File: config.mk
export PLATFORM = sky130hd
export DESIGN_NAME = lmcsp_ram
export DESIGN_NICKNAME = d
export VERILOG_FILES = /design/src/hw/rtl/lexicographic_min_color_shortest_path_top_defines.svh /design/src/hw/rtl/lmcsp_ram.sv
export SDC_FILE = /design/constraint.sdc
export NUM_CORES = 1
export LEC_CHECK = 0
export ABC_CLOCK_PERIOD_IN_PS = 1700
export BUFFER_PORTS_ARGS = -buffer_cell sky130_fd_sc_hd__buf_2
export CORE_MARGIN = 1.5
export CORE_UTILIZATION = 40
export DETAILED_ROUTE_END_ITERATION = 12
export REMOVE_ABC_BUFFERS = 1
export SLEW_MARGIN = 20
export SYNTH_ARGS = -nofsm -noshare
export SYNTH_HDL_FRONTEND = slang
export SYNTH_SLANG_ARGS = --single-unit
File: constraint.sdc
create_clock -name clk -period 1.7 [get_ports clk]
set_input_delay 0.34 -clock clk [delete_from_list [all_inputs] [get_ports clk]]
set_output_delay 0.34 -clock clk [all_outputs]
set_load 0.005 [all_outputs]
File: src/hw/rtl/lexicographic_min_color_shortest_path_top_defines.svh
// Assertion macros for the shortest-path color block.
// Used by lexicographic_min_color_shortest_path_top; needs clk and arst_n in scope.
`ifndef LEXICOGRAPHIC_MIN_COLOR_SHORTEST_PATH_TOP_DEFINES_SVH
`define LEXICOGRAPHIC_MIN_COLOR_SHORTEST_PATH_TOP_DEFINES_SVH

// same-cycle implication
`define LMCSP_ASSERT_NOW(lbl, ante, cons, msg) \
	lbl: assert property (@(posedge clk) disable iff (!arst_n) (ante) |-> (cons)) \
		else $error(msg);

// next-cycle implication
`define LMCSP_ASSERT_NEXT(lbl, ante, cons, msg) \
	lbl: assert property (@(posedge clk) disable iff (!arst_n) (ante) |=> (cons)) \
		else $error(msg);

`endif

File: src/hw/rtl/lmcsp_ram.sv
// Single-port-write, single-port-read synchronous RAM, registered read.
// Holds the edge list and the chosen colors; no dependencies.
module lmcsp_ram #(
	parameter int WIDTH = 8,
	parameter int DEPTH = 16,
	parameter int AW    = 4
) (
	input  logic             clk,
	input  logic             we,
	input  logic [AW-1:0]    waddr,
	input  logic [WIDTH-1:0] wdata,
	input  logic [AW-1:0]    raddr,
	output logic [WIDTH-1:0] rdata
);
	logic [WIDTH-1:0] mem [DEPTH];

	always_ff @(posedge clk) begin
		if (we) begin
			mem[waddr] <= wdata;
		end
		rdata <= mem[raddr];
	end
endmodule

### Yosys cells after proc, flatten, opt, wreduce, memory -nomap -nowiden

Memories as Yosys holds them, arrays and structs flattened. A register that Yosys moved wholly into a read port is not among the register bits.
Cells that the tools add are included.

* input port bits: 18
* memories: 1
* logic and storage cells: 3
* RAM bits: 128
* output and inout port bits: 8
* flip-flop bits (word level): 0

Memory list
* mem: depth 16, width 8, read ports 1, clocked after memory_dff 1, write ports 1, RTL line lmcsp_ram.sv:15 `logic [WIDTH-1:0] mem [DEPTH];`

* muxes and demuxes: 2

Operators with widths (count)
* 2-to-1 mux 1 bit: 2

### Depth between registers and ports, before layout

* depth after elaboration: 2
* gate-level depth with buffers: 5

### Worst setup path after synthesis

OpenSTA, ideal clock, no wires.

* path kind: in2reg
* start point: in waddr[2]
* end point: mem mem[0][0], enable pin
* cell stages on the path: 2
* required time: 1.317 ns
* slack: -0.133 ns
* data arrival time: 1.450 ns
* setup time: 0.383 ns
* cell sequence: or3b_2 -> nor3_1

RTL lines
* start: declaration: RTL line lmcsp_ram.sv:10 `input logic [AW-1:0] waddr,`
* end: declaration: RTL line lmcsp_ram.sv:15

No word-level cell before the write port.

==> metrics.csv <==
metric,value,unit
Pwr Density,1250,nW/µm²
Static Leak,2.16,nW
fmax,705,MHz
CORE AREA,12600,µm²
Die Area,13600,µm²
IO Port Bufs,25,
startpoint types,register,
TritonCTS clock tree,built,
Worst Setup SP,mem[0][3],
row cnt,41,
CTS resizes,0,
final max-slew violation count,0,
Least-Margin Pin Slew,744,ps
fillers,1026,
clk_lat worst skew,410,ps
vias in the first global route,2546,
outcome,finished clean,
area delta synth->final,22.0,%
Hold Startpoint,wdata[5],
Critical Path RT,1990,ps
Max-slew headroom,50.3,%
fraction of layout cells with a size suffix above 1,34.1,%
Final Wtd Congestion,0.750,
n_diodes,0,
maxcap violations,0,
RSZ-0062 raised after global routing,no,
grt ovf,0,
# DRC,0,
Avg WL per Cell,20.5,µm
Final Critical Period,1420,ps
TritonCTS Buffers,17,
Layout Nets,313,
CTS Root Cell,clkbuf_16,
final worst-path cycle share,83.4,%
synth warn,0,
largest net degree at the start of global routing,24,
Final Hold Slack,315,ps
"Seq/Total Area, Yosys",77.8,%
GRT Total Usage,16.3,%
Synth Instances,229,
Routed Wire Length,9.83,mm
CP Capture Type,register,
drt pass-1 iters,4,
Initial DRC Count,176,
antenna-violating nets left,0,
Final setup viols,0,
antenna violations before repair,0,
worst-path fanout max,1,
Hold Path Class,input pin to register,
Top Ports,26,
Sum Neg Setup Slack,0,ps
Max H-tree Level,4,
Final Skew,4.77,ps
Initial Util,41.0,%
critical path class,register to register,
CTS Buffer Depth,2,
CTS Sinks,136,
Synth cell types,19,
Synth Cell Area,5150,µm²
vias per cell,5.06,
"Reg clk slew, reported paths",50,ps
Via Count,2429,
#FFs+latches synth,136,
first-pass GRT wire length,15.0,mm
Max VDD drop,0.000640,V
die height,116,µm
crit path DAT,1710,ps
Hold Buf Count CTS,0,
syn_area_per_cell,22.5,µm²
final hold viol count,0,
Worst R2R Start,mem[0][3],
dpl hpwl,6.52,mm
Post-CTS Setup Inserts,0,
Die X,116,µm
cell usage in the layout, fill, tap and decap left out:
cell type / count
dfxtp_1: 8
a22oi_1: 16
mux4_1: 14
buf_2: 25
nor2b_1: 1
edfxtp_1: 128
and2b_1: 1
and2_1: 1
bufinv_16: 4
buf_12: 2
clkinv_1: 1
nand2b_1: 2
clkinvlp_4: 3
nand3_1: 1
clkinv_2: 3
or3b_2: 1
nor2_1: 13
nand2_1: 9
nor3_1: 4
clkinv_4: 2
clkbuf_1: 2
mux4_2: 18
nand3b_1: 2
buf_4: 30
clkbuf_16: 17
stage by stage:
stage	total power, W	instances	worst slack [ps]	util [%]	area, µm²
after floorplan	0.00399	219	-133	-	5060
after global placement	0.00419	448	-96.6	45.1	5670
after detailed placement	0.00420	448	-101	45.1	5670
after CTS	0.00793	480	281	50.0	6280
after global routing	0.00812	480	235	50.0	6280
final	0.00788	480	282	50.0	6280
state kept, by name (all words and copies together) (netlist names):
| name | cells |
|---|---|
| mem | 128 |
| rdata | 8 |
final timing paths:
kind | to | slack, ps | cells after the start
min | mem[10][5] | 320 | 1
max reg2reg | rdata[3] | 280 | 3
min reg2reg | rdata[5] | 670 | 3
max | rdata[3] | 280 | 3
cells in the mapped netlist:
cell type	number	area, µm²
nand3b_1	2	15.0
nor3_1	4	20.0
clkdlybuf4s25_2	3	30.0
and2b_1	1	7.51
buf_2	3	15.0
or3b_2	1	8.76
dfxtp_1	8	160
nor2b_1	1	6.26
a22oi_1	16	120
mux4_1	14	368
nand2b_1	2	12.5
nor2_1	13	48.8
edfxtp_1	128	3840
buf_4	1	7.51
and2_1	1	6.26
nand3_1	1	5.00
buf_6	3	33.8
nand2_1	9	33.8
mux4_2	18	405
kinds of logic after synthesis:
kind of cell,count (synthesis),synth area share [%]
flops,136,77.8
buf+inv,10,1.68
compound gates,16,2.33
mux,32,15.0
simple gates,35,3.18
metal layers:
layer	wire [µm]	GRT usage, %	vias up
li1	-	-	1104
met1	4480	21.5	1264
met2	4880	26.2	49
met3	305	4.41	12
met4	159	6.26	0
met5	0	0	-
final cells by class:
class	instances	area (µm²)	share of cell area (%)
clock buffers	19	433	6.90
clock inverters	13	179	2.85
multi-input cells	83	1060	16.8
flip-flops and latches	136	4000	63.8
well taps	172	215	3.43
repair buffers	57	390	6.22
report_power, final:
part / internal [W] / switching (W)
registers: 0.00375 / 0.0000200
logic: 0.000161 / 0.000195
clock network: 0.00244 / 0.00131
critical path, cell delays in order, from the launching register on:
cell and delay, ps:
edfxtp_1 370, mux4_1 520, a22oi_1 330, nand2_1 80
No activity file was read; power rests on OpenSTA's default activity.
